$ cat config.mk
export PLATFORM = sky130hd
export DESIGN_NAME = wav_chunk_parser_top
export DESIGN_NICKNAME = d
export VERILOG_FILES = /design/src/rtl/core/wcp_pkg.sv /design/src/rtl/core/wav_chunk_parser_top.sv /design/src/rtl/core/wcp_front.sv /design/src/rtl/core/wcp_queue.sv /design/src/rtl/core/wcp_out.sv
export VERILOG_INCLUDE_DIRS = /design/src /design/src/rtl/core
export SDC_FILE = /design/constraint.sdc
export NUM_CORES = 1
export LEC_CHECK = 0
export BUFFER_PORTS_ARGS = -buffer_cell sky130_fd_sc_hd__buf_2
export CAP_MARGIN = 25
export CORE_ASPECT_RATIO = 1.5
export CORE_MARGIN = 2
export CORE_UTILIZATION = 64
export CTS_BUF_LIST = sky130_fd_sc_hd__clkbuf_4
export CTS_CLUSTER_DIAMETER = 100
export DETAILED_ROUTE_END_ITERATION = 8
export PLACE_DENSITY = 0.82
export SLEW_MARGIN = 20
export SYNTH_ARGS = -nofsm -noshare
export SYNTH_HDL_FRONTEND = slang
export SYNTH_HIERARCHICAL = 1
export SYNTH_SLANG_ARGS = --single-unit
$ cat constraint.sdc
create_clock -name clk -period 16.3 [get_ports clk]
set_clock_uncertainty 0.2 [all_clocks]
set_input_delay 4.075 -clock clk [delete_from_list [all_inputs] [get_ports clk]]
set_output_delay 4.075 -clock clk [all_outputs]
set_load 0.01 [all_outputs]
$ cat src/rtl/core/wav_chunk_parser_top_defines.svh
// Assertion macros shared by the WAVE chunk parser RTL.
`ifndef WAV_CHUNK_PARSER_TOP_DEFINES_SVH
`define WAV_CHUNK_PARSER_TOP_DEFINES_SVH

// Same-cycle implication, checked outside reset.
`define WCP_ASSERT_IMPLIES(lbl, ante, cons, msg) \
  lbl: assert property (@(posedge clk) disable iff (!rst_n) (ante) |-> (cons)) else $error(msg);

// Next-cycle implication, checked outside reset.
`define WCP_ASSERT_NEXT(lbl, ante, cons, msg) \
  lbl: assert property (@(posedge clk) disable iff (!rst_n) (ante) |=> (cons)) else $error(msg);

`endif

$ cat src/rtl/core/wcp_pkg.sv
// Types and constants for the WAVE chunk parser.
`default_nettype none
package wcp_pkg;

  typedef enum logic [2:0] {
    PH_HDR,
    PH_FORM,
    PH_FMT,
    PH_SKIP,
    PH_DATA
  } phase_t;

  typedef enum logic [1:0] {
    KIND_SAMPLE     = 2'd0,
    KIND_REPORT     = 2'd1,
    KIND_BAD_FORMAT = 2'd2,
    KIND_NO_DATA    = 2'd3
  } kind_t;

  localparam logic [31:0] ID_RIFF = 32'h4646_4952;
  localparam logic [31:0] ID_FMT  = 32'h2074_6D66;
  localparam logic [31:0] ID_DATA = 32'h6174_6164;

  localparam logic [31:0] FMT_BYTES = 32'd16;
  localparam logic [15:0] FMT_PCM   = 16'd1;
  localparam logic [12:0] BPS_ONE   = 13'd1;
  localparam logic [12:0] BPS_TWO   = 13'd2;

  localparam int unsigned QUEUE_DEPTH = 4;
  localparam int unsigned QUEUE_AW    = $clog2(QUEUE_DEPTH);

  localparam int unsigned TDATA_W = 192;

  typedef struct packed {
    kind_t              kind;
    logic signed [15:0] sample_value;
    logic [15:0]        channel;
    logic               frame_end;
    logic [15:0]        fmt_code;
    logic [15:0]        chan_total;
    logic [31:0]        samp_rate;
    logic [31:0]        data_rate;
    logic [15:0]        frame_bytes;
    logic [15:0]        samp_bits;
    logic [31:0]        form_type;
  } wcp_result_t;

  typedef struct packed {
    logic                full;
    logic                empty;
    logic [QUEUE_AW:0]   count;
  } wcp_qstat_t;

endpackage
`default_nettype wire

$ cat src/rtl/core/wav_chunk_parser_top.sv
// Top level of the RIFF/WAVE PCM chunk parser.
// Input stream: one file octet per transfer on in_tdata; in_tlast marks end of
// file and its octet is ignored. Output stream: one result per transfer, with
// the kind on out_tuser (sample, format report, unsupported format, no data
// chunk) and end of frame on out_tlast for samples.
// An octet is taken every cycle while in_tready is high; a result is written
// into the queue at the edge that accepts its octet, then moves to the output
// register behind out_tvalid; results drain at one per cycle while out_tready
// is high. Sustained rate is one octet per cycle while the queue has room.
// A four-entry queue sits between the parser and the output register; when the
// receiver stalls the queue fills and in_tready drops until a slot frees.
// Reset clears the parser to header collection with all captured fields zero
// and empties the queue. After an error or end of file the parser ignores all
// further octets until reset; the pending results still drain.
`default_nettype none
`include "wav_chunk_parser_top_defines.svh"
module wav_chunk_parser_top (
  input  wire logic                        clk,
  input  wire logic                        rst_n,
  input  wire logic                        in_tvalid,
  output logic                             in_tready,
  input  wire logic [7:0]                  in_tdata,   // data_octet
  input  wire logic                        in_tlast,
  output logic                             out_tvalid,
  input  wire logic                        out_tready,
  // sample_value, channel, fmt_code, chan_total, samp_rate, data_rate,
  // frame_bytes, samp_bits, form_type
  output logic [wcp_pkg::TDATA_W-1:0]      out_tdata,
  output logic [1:0]                       out_tuser,  // kind
  output logic                             out_tlast
);

  logic                 q_push;
  logic                 q_pop;
  logic                 q_stop;
  wcp_pkg::wcp_result_t q_rec;
  wcp_pkg::wcp_result_t q_head;
  wcp_pkg::wcp_qstat_t  q_stat;

  wcp_front u_front (
    .clk       (clk),
    .rst_n     (rst_n),
    .in_tvalid (in_tvalid),
    .in_tready (in_tready),
    .in_tdata  (in_tdata),
    .in_tlast  (in_tlast),
    .q_stat    (q_stat),
    .push      (q_push),
    .push_rec  (q_rec)
  );

  wcp_queue u_queue (
    .clk      (clk),
    .rst_n    (rst_n),
    .push     (q_push),
    .push_rec (q_rec),
    .pop      (q_pop),
    .head_rec (q_head),
    .stat     (q_stat)
  );

  wcp_out u_out (
    .clk        (clk),
    .rst_n      (rst_n),
    .q_stat     (q_stat),
    .head_rec   (q_head),
    .pop        (q_pop),
    .out_tvalid (out_tvalid),
    .out_tready (out_tready),
    .out_tdata  (out_tdata),
    .out_tuser  (out_tuser),
    .out_tlast  (out_tlast)
  );

  assign q_stop = q_push && (q_rec.kind == wcp_pkg::KIND_BAD_FORMAT ||
                             q_rec.kind == wcp_pkg::KIND_NO_DATA);

  `WCP_ASSERT_IMPLIES(a_no_overflow, q_stat.full, !q_push, "result queue overflow")
  `WCP_ASSERT_NEXT(a_halt_quiet, q_stop, !q_push, "result after halt")
  `WCP_ASSERT_NEXT(a_count_hold, !q_push && !q_pop, $stable(q_stat.count), "queue count moved while idle")
  `WCP_ASSERT_IMPLIES(a_tlast_sample, out_tvalid && out_tlast, out_tuser == wcp_pkg::KIND_SAMPLE, "frame end on a report")

endmodule
`default_nettype wire

$ cat src/rtl/core/wcp_front.sv
// Front end: accepts octets, parses RIFF/WAVE chunks and builds result records.
`default_nettype none
module wcp_front (
  input  wire logic               clk,
  input  wire logic               rst_n,
  input  wire logic               in_tvalid,
  output logic                    in_tready,
  input  wire logic [7:0]         in_tdata,
  input  wire logic               in_tlast,
  input  wire wcp_pkg::wcp_qstat_t q_stat,
  output logic                    push,
  output wcp_pkg::wcp_result_t    push_rec
);

  wcp_pkg::phase_t phase_r, phase_nxt;
  logic        halted_r, halted_nxt;
  logic [31:0] header_id_r, header_id_nxt;
  logic [31:0] chunk_len_r, chunk_len_nxt;
  logic [31:0] byte_count_r, byte_count_nxt;
  logic [15:0] audio_r, audio_nxt;
  logic [15:0] nch_r, nch_nxt;
  logic [15:0] align_r, align_nxt;
  logic [15:0] bits_r, bits_nxt;
  logic [31:0] rate_r, rate_nxt;
  logic [31:0] brate_r, brate_nxt;
  logic [31:0] form_r, form_nxt;
  logic [7:0]  low_r, low_nxt;
  logic [15:0] chan_r, chan_nxt;

  logic        acc;
  logic [31:0] bc_inc;
  logic [31:0] fmt_total;
  logic        emit;
  wcp_pkg::kind_t emit_kind;
  logic        smp_emit;
  logic [15:0] smp_val;
  logic        smp_last;
  logic [16:0] chan_inc;

  assign in_tready = !q_stat.full;
  assign acc       = in_tvalid && in_tready;
  assign bc_inc    = byte_count_r + 32'd1;
  assign fmt_total = (chunk_len_r > wcp_pkg::FMT_BYTES) ? chunk_len_r : wcp_pkg::FMT_BYTES;
  assign chan_inc  = {1'b0, chan_r} + 17'd1;
  assign smp_last  = chan_inc >= {1'b0, nch_r};

  always_comb begin
    phase_nxt      = phase_r;
    halted_nxt     = halted_r;
    header_id_nxt  = header_id_r;
    chunk_len_nxt  = chunk_len_r;
    byte_count_nxt = byte_count_r;
    audio_nxt      = audio_r;
    nch_nxt        = nch_r;
    align_nxt      = align_r;
    bits_nxt       = bits_r;
    rate_nxt       = rate_r;
    brate_nxt      = brate_r;
    form_nxt       = form_r;
    low_nxt        = low_r;
    chan_nxt       = chan_r;
    emit           = 1'b0;
    emit_kind      = wcp_pkg::KIND_SAMPLE;
    smp_emit       = 1'b0;
    smp_val        = 16'd0;

    if (acc && !halted_r) begin
      if (in_tlast) begin
        halted_nxt = 1'b1;
        if (phase_r != wcp_pkg::PH_DATA) begin
          emit      = 1'b1;
          emit_kind = wcp_pkg::KIND_NO_DATA;
        end
      end else begin
        case (phase_r)
          wcp_pkg::PH_FORM: begin
            form_nxt[byte_count_r[1:0]*8 +: 8] = in_tdata;
            byte_count_nxt = bc_inc;
            if (byte_count_r[1:0] == 2'd3) begin
              phase_nxt      = wcp_pkg::PH_HDR;
              byte_count_nxt = 32'd0;
            end
          end
          wcp_pkg::PH_FMT: begin
            if (byte_count_r[31:4] == 28'd0) begin
              case (byte_count_r[3:0]) inside
                [4'd0:4'd1]:   audio_nxt[byte_count_r[0]*8 +: 8] = in_tdata;
                [4'd2:4'd3]:   nch_nxt[byte_count_r[0]*8 +: 8] = in_tdata;
                [4'd4:4'd7]:   rate_nxt[byte_count_r[1:0]*8 +: 8] = in_tdata;
                [4'd8:4'd11]:  brate_nxt[byte_count_r[1:0]*8 +: 8] = in_tdata;
                [4'd12:4'd13]: align_nxt[byte_count_r[0]*8 +: 8] = in_tdata;
                default:       bits_nxt[byte_count_r[0]*8 +: 8] = in_tdata;
              endcase
            end
            byte_count_nxt = bc_inc;
            if (byte_count_r == wcp_pkg::FMT_BYTES - 32'd1 && audio_nxt != wcp_pkg::FMT_PCM) begin
              halted_nxt = 1'b1;
              emit       = 1'b1;
              emit_kind  = wcp_pkg::KIND_BAD_FORMAT;
            end else if (bc_inc == fmt_total) begin
              phase_nxt      = wcp_pkg::PH_HDR;
              byte_count_nxt = 32'd0;
            end
          end
          wcp_pkg::PH_SKIP: begin
            byte_count_nxt = bc_inc;
            if (bc_inc == chunk_len_r) begin
              phase_nxt      = wcp_pkg::PH_HDR;
              byte_count_nxt = 32'd0;
            end
          end
          wcp_pkg::PH_DATA: begin
            if (nch_r != 16'd0) begin
              if (bits_r[15:3] == wcp_pkg::BPS_ONE) begin
                smp_emit = 1'b1;
                smp_val  = {8'd0, in_tdata};
              end else if (bits_r[15:3] == wcp_pkg::BPS_TWO) begin
                if (!byte_count_r[0]) begin
                  low_nxt        = in_tdata;
                  byte_count_nxt = 32'd1;
                end else begin
                  byte_count_nxt = 32'd0;
                  smp_emit       = 1'b1;
                  smp_val        = {in_tdata, low_r};
                end
              end
            end
          end
          default: begin
            phase_nxt = wcp_pkg::PH_HDR;
            if (!byte_count_r[2]) begin
              header_id_nxt[byte_count_r[1:0]*8 +: 8] = in_tdata;
            end else begin
              chunk_len_nxt[byte_count_r[1:0]*8 +: 8] = in_tdata;
            end
            byte_count_nxt = bc_inc;
            if (byte_count_r[2:0] == 3'd7) begin
              byte_count_nxt = 32'd0;
              if (header_id_r == wcp_pkg::ID_RIFF) begin
                phase_nxt = wcp_pkg::PH_FORM;
                form_nxt  = 32'd0;
              end else if (header_id_r == wcp_pkg::ID_FMT) begin
                phase_nxt = wcp_pkg::PH_FMT;
              end else if (header_id_r == wcp_pkg::ID_DATA) begin
                phase_nxt = wcp_pkg::PH_DATA;
                chan_nxt  = 16'd0;
                low_nxt   = 8'd0;
                emit      = 1'b1;
                emit_kind = wcp_pkg::KIND_REPORT;
              end else if (chunk_len_nxt != 32'd0) begin
                phase_nxt = wcp_pkg::PH_SKIP;
              end
            end
          end
        endcase
      end
    end

    if (smp_emit) begin
      chan_nxt = smp_last ? 16'd0 : chan_inc[15:0];
    end

    push     = emit || smp_emit;
    push_rec = '0;
    if (smp_emit) begin
      push_rec.kind         = wcp_pkg::KIND_SAMPLE;
      push_rec.sample_value = smp_val;
      push_rec.channel      = chan_r;
      push_rec.frame_end    = smp_last;
    end else begin
      push_rec.kind        = emit_kind;
      push_rec.fmt_code    = audio_nxt;
      push_rec.chan_total  = nch_nxt;
      push_rec.samp_rate   = rate_nxt;
      push_rec.data_rate   = brate_nxt;
      push_rec.frame_bytes = align_nxt;
      push_rec.samp_bits   = bits_nxt;
      push_rec.form_type   = form_nxt;
    end
  end

  always_ff @(posedge clk) begin
    if (!rst_n) begin
      phase_r      <= wcp_pkg::PH_HDR;
      halted_r     <= 1'b0;
      header_id_r  <= 32'd0;
      chunk_len_r  <= 32'd0;
      byte_count_r <= 32'd0;
      audio_r      <= 16'd0;
      nch_r        <= 16'd0;
      align_r      <= 16'd0;
      bits_r       <= 16'd0;
      rate_r       <= 32'd0;
      brate_r      <= 32'd0;
      form_r       <= 32'd0;
      low_r        <= 8'd0;
      chan_r       <= 16'd0;
    end else begin
      phase_r      <= phase_nxt;
      halted_r     <= halted_nxt;
      header_id_r  <= header_id_nxt;
      chunk_len_r  <= chunk_len_nxt;
      byte_count_r <= byte_count_nxt;
      audio_r      <= audio_nxt;
      nch_r        <= nch_nxt;
      align_r      <= align_nxt;
      bits_r       <= bits_nxt;
      rate_r       <= rate_nxt;
      brate_r      <= brate_nxt;
      form_r       <= form_nxt;
      low_r        <= low_nxt;
      chan_r       <= chan_nxt;
    end
  end

endmodule
`default_nettype wire

$ cat src/rtl/core/wcp_queue.sv
// Short result queue between the parser front end and the output stage.
`default_nettype none
module wcp_queue (
  input  wire logic                 clk,
  input  wire logic                 rst_n,
  input  wire logic                 push,
  input  wire wcp_pkg::wcp_result_t push_rec,
  input  wire logic                 pop,
  output wcp_pkg::wcp_result_t      head_rec,
  output wcp_pkg::wcp_qstat_t       stat
);

  wcp_pkg::wcp_result_t mem_r [wcp_pkg::QUEUE_DEPTH];
  logic [wcp_pkg::QUEUE_AW-1:0] wr_ptr_r, wr_ptr_nxt;
  logic [wcp_pkg::QUEUE_AW-1:0] rd_ptr_r, rd_ptr_nxt;
  logic [wcp_pkg::QUEUE_AW:0]   count_r, count_nxt;

  always_comb begin
    wr_ptr_nxt = push ? wr_ptr_r + (wcp_pkg::QUEUE_AW)'(1) : wr_ptr_r;
    rd_ptr_nxt = pop ? rd_ptr_r + (wcp_pkg::QUEUE_AW)'(1) : rd_ptr_r;
    count_nxt  = count_r;
    if (push && !pop) begin
      count_nxt = count_r + (wcp_pkg::QUEUE_AW + 1)'(1);
    end else if (pop && !push) begin
      count_nxt = count_r - (wcp_pkg::QUEUE_AW + 1)'(1);
    end
  end

  assign head_rec   = mem_r[rd_ptr_r];
  assign stat.count = count_r;
  assign stat.empty = count_r == '0;
  assign stat.full  = count_r == (wcp_pkg::QUEUE_AW + 1)'(wcp_pkg::QUEUE_DEPTH);

  always_ff @(posedge clk) begin
    if (push) begin
      mem_r[wr_ptr_r] <= push_rec;
    end
  end

  always_ff @(posedge clk) begin
    if (!rst_n) begin
      wr_ptr_r <= '0;
      rd_ptr_r <= '0;
      count_r  <= '0;
    end else begin
      wr_ptr_r <= wr_ptr_nxt;
      rd_ptr_r <= rd_ptr_nxt;
      count_r  <= count_nxt;
    end
  end

endmodule
`default_nettype wire

$ cat src/rtl/core/wcp_out.sv
// Output register stage: drains the queue onto the result stream.
`default_nettype none
module wcp_out (
  input  wire logic                  clk,
  input  wire logic                  rst_n,
  input  wire wcp_pkg::wcp_qstat_t   q_stat,
  input  wire wcp_pkg::wcp_result_t  head_rec,
  output logic                       pop,
  output logic                       out_tvalid,
  input  wire logic                  out_tready,
  output logic [wcp_pkg::TDATA_W-1:0] out_tdata,
  output logic [1:0]                 out_tuser,
  output logic                       out_tlast
);

  logic                 valid_r, valid_nxt;
  wcp_pkg::wcp_result_t rec_r;

  assign pop = !q_stat.empty && (!valid_r || out_tready);

  always_comb begin
    valid_nxt = valid_r;
    if (pop) begin
      valid_nxt = 1'b1;
    end else if (out_tready) begin
      valid_nxt = 1'b0;
    end
  end

  always_ff @(posedge clk) begin
    if (!rst_n) begin
      valid_r <= 1'b0;
    end else begin
      valid_r <= valid_nxt;
    end
  end

  always_ff @(posedge clk) begin
    if (pop) begin
      rec_r <= head_rec;
    end
  end

  assign out_tvalid = valid_r;
  assign out_tuser  = rec_r.kind;
  assign out_tlast  = rec_r.frame_end;
  assign out_tdata  = {rec_r.form_type, rec_r.samp_bits, rec_r.frame_bytes,
                       rec_r.data_rate, rec_r.samp_rate, rec_r.chan_total,
                       rec_r.fmt_code, rec_r.channel, rec_r.sample_value};

endmodule
`default_nettype wire
# Yosys cells after proc, flatten, opt, wreduce, memory -nomap -nowiden
# Memory sizes are Yosys's and may differ from the RTL's. A register that Yosys moved wholly into a read port is not among the register bits.
# Cells that the tools add are included.
dict set report totals {
  regBits 292
  in_bits 13
  ram_bits 780
  out_inout_bits 197
  n_memories 1
  wordCells 270
}
dict set report classes {
  order_cmp 12
  n_bitwise 5
  muxes 148
  eq_ne 31
  shifts 4
  n_addsub 8
  n_reduce_logical 43
}
# name words word_bits rd rd_clocked_by_memory_dff write_ports line
set memory_table {}
lappend memory_table {u_queue.mem_r 4 195 1 1 1 wcp_queue.sv:13} ;# wcp_pkg::wcp_result_t mem_r [wcp_pkg::QUEUE_DEPTH];
# op n
set ops {}
lappend ops {{32-bit two-way mux} 32}
lappend ops {{16-bit two-way mux} 48}
lappend ops {{32-bit bitwise mux} 5}
lappend ops {{160-bit two-way mux} 1}
lappend ops {{32-bit case mux with 4 select lines} 1}
lappend ops {{16-bit bitwise mux} 4}
lappend ops {{32-bit by 31-bit == test with 1-bit output (second input constant)} 2}
lappend ops {{32-bit == test} 2}
lappend ops {{8-bit two-way mux} 8}
lappend ops {{32-bit case mux with 2 select lines} 1}
lappend ops {{4-bit negator with 34-bit output} 1}
lappend ops {{5-bit negator with 34-bit output} 1}
lappend ops {{8-bit by 34-bit variable shift with 16-bit output (first input constant)} 1}
lappend ops {{8-bit by 34-bit variable shift with 32-bit output (first input constant)} 1}
lappend ops {{8-bit by 34-bit variable part select with 16-bit output} 1}
lappend ops {{8-bit by 34-bit variable part select with 32-bit output} 1}
lappend ops {{33-bit two-way mux} 1}
lappend ops {{32-bit by 1-bit adder with 32-bit output (second input constant)} 1}
lappend ops {{32-bit by 30-bit == test with 1-bit output (second input constant)} 1}
lappend ops {{32-bit by 4-bit == test with 1-bit output (second input constant)} 1}
lappend ops {{32-bit by 5-bit > comparator with 1-bit output (second input constant)} 1}
lappend ops {{32-bit nonzero test} 1}
lappend ops {{3-bit two-way mux} 10}
lappend ops {{28-bit logical NOT} 1}
lappend ops {{43 further kinds} 124}

# Depth between registers and ports, before layout
# Gate-level depths: netlist of the first run.
dict set report depth {
  word_depth 19
  mapped_depth 19
  ltp_nobuf 16
}

# Modules after synthesis
# Netlist of the first run, hierarchy kept.
# mod area_each_um2 instances cells_each seq_area_each_um2
set modules_own_cells {}
lappend modules_own_cells {wcp_queue 28586.2 1 1062 23602.6}
lappend modules_own_cells {wcp_front 15813.9 1 2059 5685.5}
lappend modules_own_cells {wcp_out 5899.4 1 199 5875.6}

# Least setup slack after synthesis of the first run
# No wires, ideal clock.
dict set report synth_path {
  path_type {input port to flip-flop}
  from {in out_tready}
  to {reg u_queue/count_r[2] (netlist bit)}
  t_required_ns 16.024
  setup_ns 0.076
  arrival_ns 14.427
  path_stages 9
  path_slack_ns 1.598
  n_path_buf 0
  path_cell_list {nand2b_1 -> nor2b_1 -> inv_1 -> ha_1 -> inv_1 -> fa_1 -> xor2_1 -> or3_1 -> a21boi_0}
}
dict set report synth_between {
  elab_chain_cells 5
  word_cells_on_any_way 7
  cone_classes {1 x mux; 6 x reduce/logical}
}
# item line
set synth_rtl {}
lappend synth_rtl {{start, declared} wav_chunk_parser_top.sv:25} ;# input wire logic out_tready,
lappend synth_rtl {{1-bit logical OR (*)} wcp_out.sv:19} ;# assign pop = !q_stat.empty && (!valid_r || out_tready);
lappend synth_rtl {{1-bit logical AND (*)} wcp_out.sv:19}
lappend synth_rtl {{named net q_pop} wav_chunk_parser_top.sv:34} ;# logic q_pop;
lappend synth_rtl {{1-bit logical NOT} wcp_queue.sv:22} ;# if (push && !pop) begin
lappend synth_rtl {{1-bit logical AND} wcp_queue.sv:22}
lappend synth_rtl {{3-bit two-way mux or 2-bit nonzero test (tied branches)} n/a}
lappend synth_rtl {{end signal, assigned} wcp_queue.sv:48} ;# count_r <= count_nxt;
lappend synth_rtl {{end, declared} wcp_queue.sv:16} ;# logic [wcp_pkg::QUEUE_AW:0] count_r, count_nxt;
# Mark *: on every way through the listed nets, which the timed path passes. The rest lies on a longest branch.
# A chain may end at the register's enable or synchronous reset.

# Worst setup path after layout of the first run
dict set report layout_path {
  from {in in_tdata[0]}
  to {mem u_queue/mem_r[1][105] (netlist bit), enable pin}
}
dict set report layout_between {
  elab_chain_cells 16
}
# item line
set layout_rtl {}
lappend layout_rtl {{start, declared} wav_chunk_parser_top.sv:22} ;# input wire logic [7:0] in_tdata,
lappend layout_rtl {{8-bit by 34-bit variable part select with 16-bit output} wcp_front.sv:87} ;# [4'd0:4'd1]: audio_nxt[byte_count_r[0]*8 +: 8] = in_tdata;
lappend layout_rtl {{16-bit bitwise mux} wcp_front.sv:87}
lappend layout_rtl {{16-bit two-way mux} wcp_front.sv:86} ;# case (byte_count_r[3:0]) inside
lappend layout_rtl {{16-bit two-way mux} wcp_front.sv:85} ;# if (byte_count_r[31:4] == 28'd0) begin
lappend layout_rtl {{16-bit two-way mux} wcp_front.sv:75} ;# case (phase_r)
lappend layout_rtl {{16-bit two-way mux} wcp_front.sv:68} ;# if (in_tlast) begin
lappend layout_rtl {{16-bit two-way mux} wcp_front.sv:67} ;# if (acc && !halted_r) begin
lappend layout_rtl {{16-bit by 1-bit inequality test with 1-bit output} wcp_front.sv:96} ;# if (byte_count_r == wcp_pkg::FMT_BYTES - 32'd1 && audio_nxt != wcp_pkg::FMT_PCM) begin
lappend layout_rtl {{1-bit logical AND} wcp_front.sv:96}
lappend layout_rtl {{1-bit two-way mux} wcp_front.sv:96}
lappend layout_rtl {{1-bit case mux with 2 select lines} wcp_front.sv:75}
lappend layout_rtl {{1-bit two-way mux} wcp_front.sv:68}
lappend layout_rtl {{1-bit two-way mux} wcp_front.sv:67}
lappend layout_rtl {{1-bit logical OR} wcp_front.sv:163} ;# push = emit || smp_emit;
lappend layout_rtl {{named net q_push} wav_chunk_parser_top.sv:33} ;# logic q_push;
lappend layout_rtl {{1-bit two-way mux} wcp_queue.sv:35} ;# if (push) begin
lappend layout_rtl {{1-bit two-way mux (not written as such)} wcp_queue.sv:36} ;# mem_r[wr_ptr_r] <= push_rec;
lappend layout_rtl {{end, declared} wcp_queue.sv:13}
# The timed path passes the listed nets, and every way through them passes these cells. The select of a mux whose other input is x is not followed.

==> results of run 1 <==
==> per-layer routing <==
layer  wire length [um]  share of wire (%)  track usage (%)  vias to the layer above
li1                   -                  -                -                    13447
met1              44800                 37             38.7                    15196
met2              60100                 49             48.8                     1671
met3              10100                8.3             7.11                      364
met4               6500                5.3             16.6                        2
met5                  8             0.0066                0                        -
==> sequential cells by signal, summed over array words and instances, names as in the netlist, 2 cells and up, named ones only <==
register	cells
u_front/align_r	16
u_front/form_r	32
u_front/phase_r	3
u_front/bits_r	16
u_front/header_id_r	32
u_out/out_tuser	2
u_front/rate_r	32
u_queue/count_r	3
u_front/chunk_len_r	32
u_front/brate_r	32
u_out/out_tdata	192
u_front/chan_r	16
u_queue/wr_ptr_r	2
u_queue/mem_r	780
u_front/low_r	8
u_front/nch_r	16
u_queue/rd_ptr_r	2
u_front/byte_count_r	32
u_front/audio_r	16
==> where the power goes <==
group,total (W),switching (W),internal (W)
clock,0.00242,0.00117,0.00125
combinational,0.00134,0.000780,0.000556
sequential,0.00408,0.000144,0.00393
==> layout make-up <==
type / instances / share of cell area, %
inverter: 35 / 0.236
clock buffer: 429 / 5.78
timing repair buffer: 245 / 2.58
clock inverter: 72 / 0.645
antenna: 7 / 0.0315
sequential: 1269 / 63.2
multi-input combinational: 1809 / 25.3
tap: 1016 / 2.28
==> tightest hold or removal path: cells and delay by family (launching register included) <==
family	cells	cell delay, ns
DFF	1	0.31
AOI/OAI and AO/OA	1	0.06
and+or+nand+nor	1	0.05
==> cell usage in the layout (no fill, tap or decap), drive strengths merged, types with 69 or more instances in the layout <==
| master | count |
|---|---|
| a21oi | 96 |
| and2 | 86 |
| buf | 245 |
| clkbuf | 429 |
| dfxtp | 294 |
| edfxtp | 975 |
| mux4 | 195 |
| nand2 | 192 |
| nand3 | 69 |
| nor2 | 302 |
| nor2b | 198 |
| o21ai | 88 |
==> per-stage QoR <==
| step | hold WS, ns | std cells | power [W] | setup WS (ns) | cell area, sq um |
|---|---|---|---|---|---|
| floorplan | 0.241 | 3320 | 0.00506 | 1.60 | 50300 |
| global placement | 0.253 | 4370 | 0.00546 | 7.34 | 52000 |
| detailed placement | 0.266 | 4370 | 0.00549 | 7.35 | 52000 |
| CTS | 0.276 | 4871 | 0.00791 | 8.59 | 55600 |
| global route | 0.291 | 4882 | 0.00818 | 8.30 | 55700 |
| finish | 0.275 | 4882 | 0.00783 | 8.41 | 55700 |
==> final timing paths <==
path / end / slack, ns / depth (start not counted)
max: u_queue/mem_r[1][105] / 8.41 / 11
min reg2reg: u_front/low_r[4] / 0.27 / 2
max reg2reg: u_queue/mem_r[1][105] / 9.52 / 10
min: u_front/low_r[4] / 0.27 / 2
==> logic make-up (layout without fill, tap and decap cells) <==
family                   count (synthesis)  after routing
flip-flops                            1269           1269
AND/OR/NAND/NOR                       1064           1064
multiplexers                           270            270
XOR/XNOR                                44             44
adder cells (fa/ha/maj)                 29             29
buffers and inverters                  242            781
AO/OA/AOI/OAI                          402            402
other                                    0              7
==> metrics, run 1 <==
status=finished, final reports clean; cell type with the largest total area after synthesis=edfxtp_1; Synth Flop Type=edfxtp_1; number of gates resized after CTS=0; Pwr Density=roughly 140 nW/um^2; die area=between 80000 and 90000 sq um; DP Wirelength=~77000 um; Initial Utilization=between 60% and 70%; WP data arrival=around 8.4 ns; share of cells above drive strength 1=between 20 and 25%; pins over their slew limit=0; mapped cell area=roughly 50000 sq um; cells after synthesis=3320; synthesized flop and latch total=1269; largest net degree at the start of global routing=around 160; postcts setup bufs=0; CTS H-tree lvls=5; relative slew slack=23.5%; vias in the first global route=~31000; count leader, synth=edfxtp_1; worst r2r src=u_front/byte_count_r[0]; NumNets Final=~3700; minimum clock period after layout=slightly below 8 ns; period utilization=roughly half; gr usage total=30.5%; vias=a little over 30000; Mapped Nets=between 3000 and 4000; antenna violations before repair=3; CP Launch Type=input pin; IO Pins=between 200 and 250; fraction of the mapped netlist area in simple logic gates=10.8%; largest family of logic cells by synthesized area=simple AND/OR/NAND/NOR gates; XOR/XNOR share of the synthesized area=0.823%; final WL=~120000 um; Layout area overhead=10.7%; Async SR Flop Fraction=0%; Top delay family on crit path=buffers and inverters; GR Overflow Total=0; slowest CP cell=buf_4; EDFF count, synth=around 1000; worst vdd ir=~0.19 mV; max cap viols=0; Port Buffers=209; worst-margin pin slew=between 1 and 1.5 ns; area of the multi-input gates=14100 sq um; chip width=between 200 and 250 um; Die Y-Extent=about 350 um; detailed-router iteration count before antenna repair=6; mux cell area share after synthesis=roughly 10%; f_max=around 0.13 GHz; Crit path largest cell delay=about 0.80 ns; compound-cell area share of the yosys netlist=5.26%; final setup fails=0; worst skew pair latency=about 1.2 ns; vias per cell=about 6.3; crit path from=in_tdata[0]; CP Max Fanout=60; Crit Path Category=in -> reg; unrepaired setup endpoints after global routing=no; CTS hold repair buffers=0; FF/Latch Area=around 35000 sq um; Pleak=slightly below 20 nW; first-pass GRT wire length=about 180000 um; core box area=77600 sq um; final RePlAce weighted congestion=0.959; HP Class=reg -> reg; Setup crit end kind=register; row count=125; area share of the largest cell type after synthesis=between 50% and 60%; Seq/Total Area, Yosys=between 60 and 70%; Root Driver=clkbuf_4; min-delay src=u_front/low_r[4]; final hold vios=0; post-layout util=71.8%; post-synthesis adder-cell area fraction=less than 1%; wire per inst=24.9 um; # DRC=0; Clock Sinks=about 1300; critical path cell sequence=buf_2 -> nor2_1 -> nand3_1 -> o21ai_0 -> a21oi_1 -> o41a_1 -> a211oi_1 -> o21ai_0 -> and2_4 -> buf_4 -> buf_4; 1st-iter DRT viols=between 3000 and 4000; YS warnings=6; total CTS buffers=between 200 and 300; CTS tree=yes; Mapped Avg Cell Area=about 15 sq um; FILL cells=just under 5000; Final TNS setup=0 ns; synth unique cells=between 80 and 90; Post-synth top cells=975 x edfxtp_1, 302 x nor2_1, 294 x dfxtp_1, 198 x nor2b_1, 195 x mux4_2; Clock Pin Slew Worst Setup and Hold Paths=0.07 ns; CP required=16.84 ns; Final ANT Viol Nets=0; top cells by area, synth=edfxtp_1 58%, dfxtp_1 12%, mux4_2 8.7%, nor2b_1 2.5%, nor2_1 2.3%; clk buf depth=4; WP buf/inv=3
(Power assumes the default switching activity.)
==> run 2, diff against run 1 <==
==> constraint.sdc (replaced) <==
create_clock -name clk -period 7.7 [get_ports clk]
set_clock_uncertainty 0.2 [all_clocks]
set_input_delay 1.925 -clock clk [delete_from_list [all_inputs] [get_ports clk]]
set_output_delay 1.925 -clock clk [all_outputs]
set_load 0.01 [all_outputs]
==> run 2 against run 1 <==
  * Sequential power up 110%
  * First-iteration DRC count decreased by 12%
  * Wire length is 2.5% higher
  * Critical path depth stayed put
  * Utilization grew 0.19 points
  * Final cell count rose by 0.33%
  * Hold slack got worse by 0.011 ns
  * Register-to-register slack got worse by 7.5 ns
  * Die area is the same
  * Power grew 110%
  * Largest cell class unchanged
==> metrics, run 2 (synthesis gave the netlist of run 1 again) <==
switching share of power=about 27%; Port Buffers=around 210; slowest CP cell=and2_4; unrepaired setup endpoints after global routing=no; total CTS buffers=~300; Top delay family on crit path=simple AND/OR/NAND/NOR gates; Internal=~0.012 W; status=finished, final reports clean; CTS hold repair buffers=0; Final Cell Area=between 50000 and 60000 sq um; Clock Pin Slew Worst Setup and Hold Paths=approximately 0.060 ns; gr usage total=31.5%; HP Class=reg -> reg; minimum clock period after layout=5.65 ns; commonest non-fill, non-tap cell in the layout=edfxtp_1; commonest cells after routing, fill and taps aside=975 x edfxtp_1, 428 x clkbuf_4, 302 x nor2_1, 292 x dfxtp_1, 209 x buf_2; vias per cell=6.29; core box area=just under 80000 sq um; wire per inst=~25 um; antenna violations before repair=6; Net Sw Power=~0.0045 W; worst skew pair latency=about 1.2 ns; GRT busiest layer=met2; Clock power frac=30.7%; worst setup margin=between 2 and 2.5 ns; share of cells above drive strength 1=about 25%; NumNets Final=3710; relative slew slack=between 20% and 30%; WP buf/inv=2; GR Overflow Total=0; final WL=125000 um; largest net degree at the start of global routing=between 100 and 150; detailed-router iteration count before antenna repair=5; worst vdd ir=around 0.48 mV; chip width=233 um; WHS=between 0.2 and 0.3 ns; Pleak=19.8 nW; worst-margin pin slew=roughly 1.1 ns; CP Max Fanout=44; Sequential Power Share=a little over half; pins over their slew limit=0; most used cell, CP=a211oi_1; first-pass GRT wire length=roughly 190000 um; max cap viols=0; final RePlAce weighted congestion=just under 1; Post-DP Area=approximately 52000 sq um; # DRC=0; final setup fails=0; CP Launch Type=register; CP required=8.29 ns; Clock Sinks=around 1300; die area=between 80000 and 90000 sq um; vias in the first global route=31373; Final TNS setup=0 ns; DP Wirelength=about 80000 um; f_max=approximately 0.18 GHz; power share of the combinational group=roughly 17%; IO Pins=210; Root Driver=clkbuf_4; clk buf depth=4; Initial Utilization=between 60% and 70%; period utilization=approximately 73%; postcts setup bufs=0; row count=between 100 and 150; post-layout util=72.0%; Largest register FFs=slightly below 800; met2 Usage GRT=~52%; Placement Setup Slack=1.76 ns; vias=30806; Top reg by flops=u_queue/mem_r; Setup crit end kind=register; CTS tree=yes; number of gates resized after CTS=0; Final ANT Viol Nets=0; Pwr Density=297 nW/um^2; Die Y-Extent=around 350 um; GRT met1 Usage=about two fifths; M3 GR Usage=between 6 and 7%; Crit Path Category=reg -> reg; Layout area overhead=11.0%; CTS H-tree lvls=5; Crit path largest cell delay=between 0.8 and 0.9 ns; 1st-iter DRT viols=2904; critical path cell sequence=inv_1 -> ha_1 -> or2_2 -> nand2_1 -> or4_1 -> a211oi_1 -> o41a_1 -> a211oi_1 -> o21ai_0 -> and2_4 -> buf_4; WP data arrival=between 6 and 7 ns; FILL cells=between 4000 and 5000; final hold vios=0
==> run 2: cell types whose count changed in the layout (fill, tap and decap cells not counted) <==
cell | previous run | this run
clkinv_1 | 57 | 53
inv_2 | 4 | 2
buf_16 | 3 | 2
buf_12 | 4 | 9
clkinv_4 | 0 | 1
clkinv_2 | 8 | 16
bufinv_16 | 3 | 2
buf_4 | 28 | 38
clkbuf_4 | 429 | 428
nor3_1 | 33 | 32
buf_2 | 208 | 209
nor3_2 | 0 | 1
==> run 2: final timing paths <==
check                                             start                    to  slack [ns]  cells past startpoint
worst max-delay path            u_front/byte_count_r[0]  u_queue/mem_r[3][78]        2.05                     11
worst min-delay path                   u_front/low_r[0]      u_front/low_r[0]        0.26                      2
worst min register to register         u_front/low_r[0]      u_front/low_r[0]        0.26                      2
worst max register to register  u_front/byte_count_r[0]  u_queue/mem_r[3][78]        2.05                     11
==> run 2: area by class of cell <==
class	instances	area, sq um	area share, %
sequential	1269	35200	63.0
multi-input combinational	1809	14100	25.2
clock inverter	74	355	0.636
antenna	7	17.5	0.0314
tap	1016	1270	2.28
inverter	35	131	0.235
clock buffer	428	3210	5.76
timing repair buffer	260	1590	2.85
==> run 2: metal layers <==
layer / vias to the layer above / wire (um)
met5: - / 32
met4: 6 / 5940
met3: 313 / 10400
met2: 1731 / 63100
met1: 15266 / 45100
li1: 13490 / -
==> run 2: metrics by stage <==
step                      cells  power, W
after floorplan            3320    0.0106
after global placement     4384    0.0116
after detailed placement   4386    0.0117
after CTS                  4888    0.0168
after global routing       4895    0.0173
final                      4898    0.0166
==> run 2: power groups by stage <==
stage                     sequential (W)  combinational, W  clock [W]
final                            0.00863           0.00287    0.00508
after global routing             0.00870           0.00306    0.00554
after CTS                        0.00865           0.00292    0.00521
after detailed placement         0.00878           0.00289          0
after global placement           0.00874           0.00286          0
after floorplan                  0.00901           0.00155          0
==> run 2: worst min-delay path, delay by kind of cell, from the launching register on <==
family	cells	cell delay, ns
flip-flops	1	0.31
AND/OR/NAND/NOR	1	0.05
AO/OA/AOI/OAI	1	0.06
